### config.mk
export PLATFORM = sky130hd
export DESIGN_NAME = pic_ctrl
export DESIGN_NICKNAME = d
export VERILOG_FILES = /design/src/hw/rtl/pic_pkg.sv /design/src/hw/rtl/pic_ctrl.sv
export SDC_FILE = /design/constraint.sdc
export NUM_CORES = 1
export LEC_CHECK = 0
export BUFFER_PORTS_ARGS = -buffer_cell sky130_fd_sc_hd__buf_2
export CAP_MARGIN = 10
export CELL_PAD_IN_SITES_DETAIL_PLACEMENT = 0
export CELL_PAD_IN_SITES_GLOBAL_PLACEMENT = 1
export CORE_AREA = 5 5 42 44
export CTS_CLUSTER_DIAMETER = 120
export DETAILED_ROUTE_END_ITERATION = 8
export DIE_AREA = 0 0 47 49
export PLACE_DENSITY_LB_ADDON = 0.1
export SETUP_SLACK_MARGIN = 0.2
export SLEW_MARGIN = 10
export SYNTH_ARGS = -nofsm -noshare
export SYNTH_HDL_FRONTEND = slang
export SYNTH_SLANG_ARGS = --single-unit
### constraint.sdc
create_clock -name clk_i -period 0.9 [get_ports clk_i]
set_input_delay 0 -clock clk_i [delete_from_list [all_inputs] [get_ports clk_i]]
set_output_delay 0 -clock clk_i [all_outputs]
set_load 0.05 [all_outputs]
### src/hw/rtl/pic_pkg.sv
`timescale 1ns / 1ps

package pic_pkg;

  // default sizes
  localparam int unsigned MAX_ATOMS_DEF  = 256;
  localparam int unsigned COORD_BITS_DEF = 32;

  // field widths
  localparam int unsigned AN_W     = 8;
  localparam int unsigned POS_W    = 32;
  localparam int unsigned FLAG_W   = 32;
  localparam int unsigned STAT_W   = 2;
  localparam int unsigned ID_W     = 32;
  localparam int unsigned CLASH_W  = 8;
  localparam int unsigned HELD_W   = 9;
  localparam int unsigned TOL_W    = 40;
  localparam int unsigned DIST_W   = 64;

  localparam logic [TOL_W-1:0] TOL_RESET = 40'd281;

  // input tdata layout
  localparam int unsigned IN_AN_LSB   = 0;
  localparam int unsigned IN_X_LSB    = IN_AN_LSB + AN_W;
  localparam int unsigned IN_Y_LSB    = IN_X_LSB + POS_W;
  localparam int unsigned IN_Z_LSB    = IN_Y_LSB + POS_W;
  localparam int unsigned IN_FLAG_LSB = IN_Z_LSB + POS_W;
  localparam int unsigned IN_USED_W   = IN_FLAG_LSB + FLAG_W;
  localparam int unsigned IN_TDATA_W  = ((IN_USED_W + 7) / 8) * 8;

  // output tdata layout
  localparam int unsigned OUT_STAT_LSB  = 0;
  localparam int unsigned OUT_ID_LSB    = OUT_STAT_LSB + STAT_W;
  localparam int unsigned OUT_CLASH_LSB = OUT_ID_LSB + ID_W;
  localparam int unsigned OUT_HELD_LSB  = OUT_CLASH_LSB + CLASH_W;
  localparam int unsigned OUT_USED_W    = OUT_HELD_LSB + HELD_W;
  localparam int unsigned OUT_TDATA_W   = ((OUT_USED_W + 7) / 8) * 8;

  typedef enum logic [STAT_W-1:0] {
    STATUS_ACCEPTED = 2'd0,
    STATUS_COLOC    = 2'd1,
    STATUS_FULL     = 2'd2
  } status_e;

  typedef enum logic [1:0] {
    S_IDLE,
    S_SCAN,
    S_FINISH
  } ctrl_state_e;

  typedef struct packed {
    logic    latch_in;
    logic    issue;
    logic    flush;
    logic    load_result;
    status_e res;
  } ctrl_cmd_t;

  typedef struct packed {
    logic full;
    logic scan_end;
    logic pipe_busy;
    logic hit;
    logic out_free;
  } dp_stat_t;

endpackage

### src/hw/rtl/pic_ctrl.sv
`timescale 1ns / 1ps

module pic_ctrl (
  input  logic               clk_i,
  input  logic               rst_ni,
  input  logic               s_axis_tvalid,
  output logic               s_axis_tready,
  input  pic_pkg::dp_stat_t  stat_i,
  output pic_pkg::ctrl_cmd_t cmd_o
);

  pic_pkg::ctrl_state_e state_q, state_d;
  pic_pkg::status_e     res_q, res_d;
  logic                 accept;

  assign accept = s_axis_tvalid && (state_q == pic_pkg::S_IDLE);

  always_ff @(posedge clk_i or negedge rst_ni) begin
    if (!rst_ni) begin
      state_q <= pic_pkg::S_IDLE;
      res_q   <= pic_pkg::STATUS_ACCEPTED;
    end else begin
      state_q <= state_d;
      res_q   <= res_d;
    end
  end

  // next state
  always_comb begin
    state_d = state_q;
    res_d   = res_q;
    case (state_q)
      pic_pkg::S_IDLE: begin
        if (accept) begin
          if (stat_i.full) begin
            res_d   = pic_pkg::STATUS_FULL;
            state_d = pic_pkg::S_FINISH;
          end else begin
            res_d   = pic_pkg::STATUS_ACCEPTED;
            state_d = pic_pkg::S_SCAN;
          end
        end
      end
      pic_pkg::S_SCAN: begin
        if (stat_i.hit) begin
          res_d   = pic_pkg::STATUS_COLOC;
          state_d = pic_pkg::S_FINISH;
        end else if (stat_i.scan_end && !stat_i.pipe_busy) begin
          state_d = pic_pkg::S_FINISH;
        end
      end
      pic_pkg::S_FINISH: begin
        if (stat_i.out_free) begin
          state_d = pic_pkg::S_IDLE;
        end
      end
      default: begin
        state_d = pic_pkg::S_IDLE;
      end
    endcase
  end

  // outputs
  always_comb begin
    cmd_o         = '0;
    cmd_o.res     = res_q;
    s_axis_tready = 1'b0;
    case (state_q)
      pic_pkg::S_IDLE: begin
        s_axis_tready  = 1'b1;
        cmd_o.latch_in = accept;
      end
      pic_pkg::S_SCAN: begin
        cmd_o.issue = !stat_i.scan_end && !stat_i.hit;
        // first clash found, drop the reads still in flight
        cmd_o.flush = stat_i.hit;
      end
      pic_pkg::S_FINISH: begin
        cmd_o.load_result = stat_i.out_free;
      end
      default: begin
        cmd_o = '0;
      end
    endcase
  end

endmodule

After elaboration in Yosys (flattened, before gate mapping)
Index checks and enable logic that the tools add are counted.
{ "op_classes": {"reduce_logical": 11, "n_eq_ne": 6, "muxes": 15} }
{ "op_table": {"columns": ["op", "n"], "rows": [
  ["2-bit 2-to-1 mux", 10],
  ["2-bit != test, second input constant", 3],
  ["2-bit one-hot mux with 3 select lines", 1],
  ["3-bit AND reduction", 2],
  ["2-bit one-hot mux with 2 select lines", 1],
  ["1-bit logical AND", 3],
  ["1-bit logical NOT", 3],
  ["1-bit 2-to-1 mux", 3],
  ["3-bit != test, second input constant", 1],
  ["3-bit OR reduction", 1],
  ["2-bit by 1-bit == test with 1-bit output, second input constant", 1],
  ["2-bit == test, second input constant", 1],
  ["2-bit logical NOT", 1],
  ["2-bit nonzero test", 1]
]} }
{ "word_totals": {"out_inout_bits": 7, "word_cells": 34, "reg_bits": 4} }

Longest topological paths before layout
Gate-level depths: netlist of run 1.
{ "logic_depth": {"ltp_word": 5, "mapped_depth": 5, "ltp_nobuf": 5} }

Worst setup path after synthesis of run 1
Ideal clock, no wire load.
{ "synth_timing": {"path_kind": "reg2reg", "startpoint": "reg state_q[0]", "endpoint": "reg res_q[1]", "arrival_time_ps": 1536, "path_stages_with_launch": 6, "setup_ps": 121, "path_buffers": 0, "path_slack_ps": -757, "path_cell_list": "dfrtp_1 nor2_2 nand2_1 inv_2 nor2_1 a22o_1"} }
{ "synth_via": {"elab_chain_cells": 4, "word_cells_on_any_way": 8, "classes_between": "3 x eq/ne; 1 x mux; 4 x reduce/logical"} }
{ "synth_rtl": {"columns": ["element", "line", "rtl"], "rows": [
  ["from (decl)", "pic_ctrl.sv:12", "pic_pkg::ctrl_state_e state_q, state_d;"],
  ["from (signal assigned)", "pic_ctrl.sv:20", "state_q <= pic_pkg::S_IDLE;"],
  ["from (signal assigned)", "pic_ctrl.sv:23", "state_q <= state_d;"],
  ["2-bit logical NOT", "pic_ctrl.sv:16, pic_ctrl.sv:32", null],
  ["1-bit logical AND", "pic_ctrl.sv:16", "assign accept = s_axis_tvalid && (state_q == pic_pkg::S_IDLE);"],
  ["2-bit != test (no source line)", null, null],
  ["3-bit AND reduction (no source line)", null, null],
  ["to (signal assigned)", "pic_ctrl.sv:21", "res_q <= pic_pkg::STATUS_ACCEPTED;"],
  ["to (signal assigned)", "pic_ctrl.sv:24", "res_q <= res_d;"],
  ["to (decl)", "pic_ctrl.sv:13", "pic_pkg::status_e res_q, res_d;"]
]} }
Several ways; a longest one is shown, not always the timed one.
A chain may end at the register's enable or synchronous reset.

==> impl_metrics.yaml, run 1 <==
sta:
  timing_hold_violations_final: 0
  finalClockSkew_ns: 0.0107
  finalSetupViolations: 11
  worst_slew_pin_slew_ns: 0.255
  rsz0062_at_grt: "true"
  fmax_mhz: 846
  maxSlewViolCount: 0
  maxSlewHeadroom_pct: 82.8
  setup_ws_ns: -0.283
  finalCriticalPeriod_ns: 1.18
  finalCritPeriodShare_pct: 131
clock_network:
  cts.sinks: 4
  clkLatencyLatePin_ns: 0.24
  clk_pin_slew_ns: 0.03
  cts_buffer_depth: 2
  numCtsBuffers: 3
  cts_tree: "done"
  htreeDepth: 1
  clk_root_buffer_cell: "clkbuf_4"
cells_and_area:
  drive_gt1_share_pct: 74.5
  fin_nets: 56
  final_common_cell: "buf_2"
  antenna_cells: 0
  final_cell_mix: "buf_2, buf_8, buf_6"
  syn2layout_area_growth_pct: 125
  stdcell_area_sq_um: 498
global_routing:
  overflow: 0
  antenna_found_initial: 0
  grt_pass1_vias: 273
  grt_pass1_wl_um: 1120
  grt_start_max_net_pins: 7
  grt_usage_pct: 6.77
worst_hold_path:
  hold_class: "input port to register"
  hold_path_depth: 2
  hp-start: "stat_i[4]"
critical_path:
  regToRegStartpoint: "state_q[1]"
  cp.arrival_ns: 1.18
  critical_path_required_ns: 0.90
  cp-start-kind: "register"
  r2r_cells: 3
  crit_start: "state_q[0]"
  critical_path_peak_fanout: 5
  worstSetupEndpointType: "output port"
  crit_type: "register to output port"
detailed_routing:
  wl_met2_um: 358
  drt_pass1_iterations: 1
  drc: 0
  routedWlPerCell_um: 11.1
  vias_per_cell: 4.13
  met3WireLength_um: 64
  highest_layer: "met3"
  met1Wirelength_um: 279
  vias: 260
  finalWirelength_um: 702
  postRouteAntennaNets: 0
  drtIter0Drc: 0
placement:
  placed_cell_area_sq_um: 350
  place_congestion: 0.648
  dp_hpwl_um: 611
  io_buffer_count: 14
  pre_cts_slack_ns: -0.237
floorplan:
  start_util_pct: 15.8
  rows: 14
  die_w_um: 47
  core_sq_um: 1400
  die_area_sq_um: 2300
  die_y_um: 49
  ios: 15
synth:
  synth_fp_nets: 31
  syn_avg_cell_area_sq_um: 9.63
  synth_seq_cells: 4
  synth_warnings: 0
  synth_area_sq_um: 221
  ys_seq_area_share_pct: 45.2
  syn_inst: 23
  yosysUniqueCellTypes: 15
status:
  status: "finished with violations"
  violations: "negative setup slack"
flow_run:
  drv_cap: 0
power_and_ir_drop:
  max-vdd-ir-drop_uv: 1110
  powerDensity_nw_per_um2: 3470
  power.leakage_nw: 0.245
  power.total_w: 0.00173
report_power, final:
group	switching, W	internal (W)	total, W
logic	0.000620	0.000517	0.00114
registers	0.0000922	0.000260	0.000352
clock network	0.0000746	0.000166	0.000241
total	0.000787	0.000943	0.00173
synthesized netlist by cell type (all sizes together):
cell type  instances  area (sq um)
dfrtp              4           100
nor2               3          13.8
a21boi             2          15.0
and3b              2          20.0
inv                2          7.50
nor3b              2          15.0
o21ai              2          10.0
a21o               1          8.76
a21oi              1          5.00
a22o               1          8.76
and2               1          6.26
nand2              1          3.75
o21a               1          7.51
state kept, by name, indices dropped and copies added, names as in the netlist:
name and count:
res_q 2, state_q 2
metrics by stage:
step / setup TNS (ns) / cells / utilization [%] / hold slack (ns)
floorplan: -1.89 / 23 / - / -0.296
global placement: -1.14 / 55 / 25.0 / -0.189
detailed placement: -1.36 / 55 / 25.0 / -0.189
CTS: -2.36 / 63 / 34.7 / 0.0199
global route: -2.86 / 63 / 35.5 / 0.0402
finish: -2.22 / 63 / 35.5 / 0.0145
area by class of cell:
| class | count | area, sq um |
|---|---|---|
| Timing Repair Buffer | 20 | 188 |
| Fill cell | 155 | 903 |
| Inverter | 2 | 15.0 |
| Clock buffer | 4 | 26.3 |
| Sequential cell | 4 | 103 |
| Tap cell | 16 | 20.0 |
| Multi-Input combinational cell | 17 | 146 |
metal layers:
metal,vias up,GRT usage (%)
met3,0,1.48
met2,10,10.4
met5,-,0
met1,122,8.17
li1,128,-
met4,0,4.15
kinds of logic after synthesis:
logic type / share of synthesized area (%)
simple gates: 26.6
compound gates: 24.9
flops: 45.2
buf+inv: 3.39
final timing paths:
check / endpoint / slack, ns
min reg2reg: res_q[0] / 0.47
max in group asynchronous: state_q[0] / 0.67
max: cmd_o[2] / -0.28
max reg2reg: res_q[0] / -0.21
min: state_q[0] / 0.01
min in group asynchronous: state_q[1] / 0.09
worst max-delay path, stage by stage (launching register included):
cell     delay (ns)
dfrtp_2        0.44
buf_6          0.14
and3b_2        0.24
buf_8          0.14
what timing repair did:
item | CTS | global route
cloned | 0 | 0
gates resized for setup | 24 | 3
buffers inserted | 3 | 0
hold buffers | 1 | 0
endpoints found under the hold margin | 4 | 0
setup endpoints to repair | 11 | 11
pin swaps | 4 | 3
Note: power is estimated with default switching activity, not from simulation.
==> run 2: changes to the inputs <==
--- a/config.mk
+++ b/config.mk
@@ -14,6 +14,7 @@
 export DETAILED_ROUTE_END_ITERATION = 8
 export DIE_AREA = 0 0 47 49
 export PLACE_DENSITY_LB_ADDON = 0.1
+export RECOVER_POWER = 100
 export SETUP_SLACK_MARGIN = 0.2
 export SLEW_MARGIN = 10
 export SYNTH_ARGS = -nofsm -noshare
==> run 2 against run 1 <==
Against the previous run:
- the flow still finishes with violations (negative setup slack)
- utilization down 0.089 points
- global-route usage did not move
- clock power about the same
- final cell count unchanged
- wire length is 0.28% higher
- via count stayed put
- largest cell class unchanged
==> impl_metrics.yaml, run 2 (same netlist as run 1, synthesis figures left out) <==
status:
  status: "finished with violations"
  violations: "negative setup slack"
sta:
  worst_slew_pin_slew_ns: 0.255
  finalClockSkew_ns: 0.0107
  rsz0062_at_grt: "true"
  fmax_mhz: 846
  timing_hold_violations_final: 0
  hold_slack_ns: 0.0145
  maxSlewViolCount: 0
  finalSetupViolations: 11
  maxSlewHeadroom_pct: 82.8
  tns_ns: -2.22
  finalCritPeriodShare_pct: 131
  finalCriticalPeriod_ns: 1.18
  setup_ws_ns: -0.283
clock_network:
  cts_tree: "done"
  numCtsBuffers: 3
  cts_buffer_depth: 2
  clk_root_buffer_cell: "clkbuf_4"
  clk_pin_slew_ns: 0.03
  cts.sinks: 4
  htreeDepth: 1
  clkLatencyLatePin_ns: 0.24
floorplan:
  die_y_um: 49
  ios: 15
  die_area_sq_um: 2300
  rows: 14
  core_sq_um: 1400
  start_util_pct: 15.8
  die_w_um: 47
critical_path:
  critical_path_required_ns: 0.90
  critical_path_peak_fanout: 5
  crit_type: "register to output port"
  worstSetupEndpointType: "output port"
  cp.arrival_ns: 1.18
  cp-start-kind: "register"
placement:
  place_inst: 55
  pre_cts_slack_ns: -0.237
  io_buffer_count: 14
  dp_hpwl_um: 611
  place_congestion: 0.648
power_and_ir_drop:
  powerDensity_nw_per_um2: 3480
  power.total_w: 0.00173
  power.leakage_nw: 0.243
  max-vdd-ir-drop_uv: 1110
global_routing:
  grt_pass1_vias: 273
  overflow: 0
  antenna_found_initial: 0
  grt_usage_pct: 6.77
  grt_start_max_net_pins: 7
  grt_pass1_wl_um: 1120
worst_hold_path:
  hold_class: "input port to register"
flow_run:
  drv_cap: 0
cells_and_area:
  fin_nets: 56
  final_cell_mix: "buf_2, buf_8, buf_6"
  drive_gt1_share_pct: 72.3
  final_common_cell: "buf_2"
  syn2layout_area_growth_pct: 124
  reg_top3: "res_q x2, state_q x2"
  fillers: 156
  stdcell_count: 63
  antenna_cells: 0
detailed_routing:
  drtIter0Drc: 0
  drc: 0
  vias: 260
  postRouteAntennaNets: 0
  vias_per_cell: 4.13
  drt_pass1_iterations: 1
  routedWlPerCell_um: 11.2
  finalWirelength_um: 704
run 2: cell types whose count changed in the layout (fill, tap and decap cells not counted):
cell / change
clkbuf_1: +1
buf_2: -1
run 2: layer usage:
metal  vias to the layer above  wire, um  track usage (%)
met4                         0         0             4.15
met1                       122       279             8.17
met3                         0        66             1.48
li1                        128         -                -
met2                        10       358             10.4
met5                         -         0                0
run 2: final timing paths:
path                              end       start  cells past startpoint  slack (ns)
setup / recovery             cmd_o[2]  state_q[0]                      3       -0.28
setup reg to reg             res_q[0]  state_q[1]                      3       -0.21
max in group asynchronous  state_q[0]      rst_ni                      2        0.56
hold reg to reg              res_q[0]    res_q[0]                      1        0.47
min in group asynchronous    res_q[1]      rst_ni                      2        0.12
hold / removal             state_q[0]   stat_i[4]                      2        0.01
run 2: timing repair:
action / in CTS / in global routing
gates resized for setup: 24 / 3
hold endpoints to repair: 4 / 0
hold buffers: 1 / 0
pin swaps: 4 / 3
buffers inserted: 3 / 0
endpoints found under the setup margin: 11 / 11
run 2: area by class of cell:
| cell class | count | area (sq um) | area share [%] |
|---|---|---|---|
| clock buffer | 4 | 26.3 | 5.29 |
| tap | 16 | 20.0 | 4.03 |
| timing repair buffer | 20 | 186 | 37.5 |
| sequential | 4 | 103 | 20.7 |
| inverter | 2 | 15.0 | 3.02 |
| multi-input combinational | 17 | 146 | 29.5 |
run 2: per-stage QoR:
step,utilization (%),instance area (sq um)
5_1_grt,35.4,497
3_3_place_gp,25.0,350
4_1_cts,34.7,487
3_5_place_dp,25.0,350
6_report,35.4,497
2_1_floorplan,-,245
run 2: report_power, final:
part | leakage, nW | internal [W] | switching (W)
Sequential | 0.0487 | 0.000260 | 0.0000922
Combinational | 0.179 | 0.000516 | 0.000620
Clock | 0.0150 | 0.000166 | 0.0000747
Total | 0.243 | 0.000943 | 0.000787
run 2: worst max-delay path, stage by stage, from the launching register on:
cell	delay [ns]
dfrtp_2	0.44
buf_6	0.14
and3b_2	0.24
buf_8	0.14
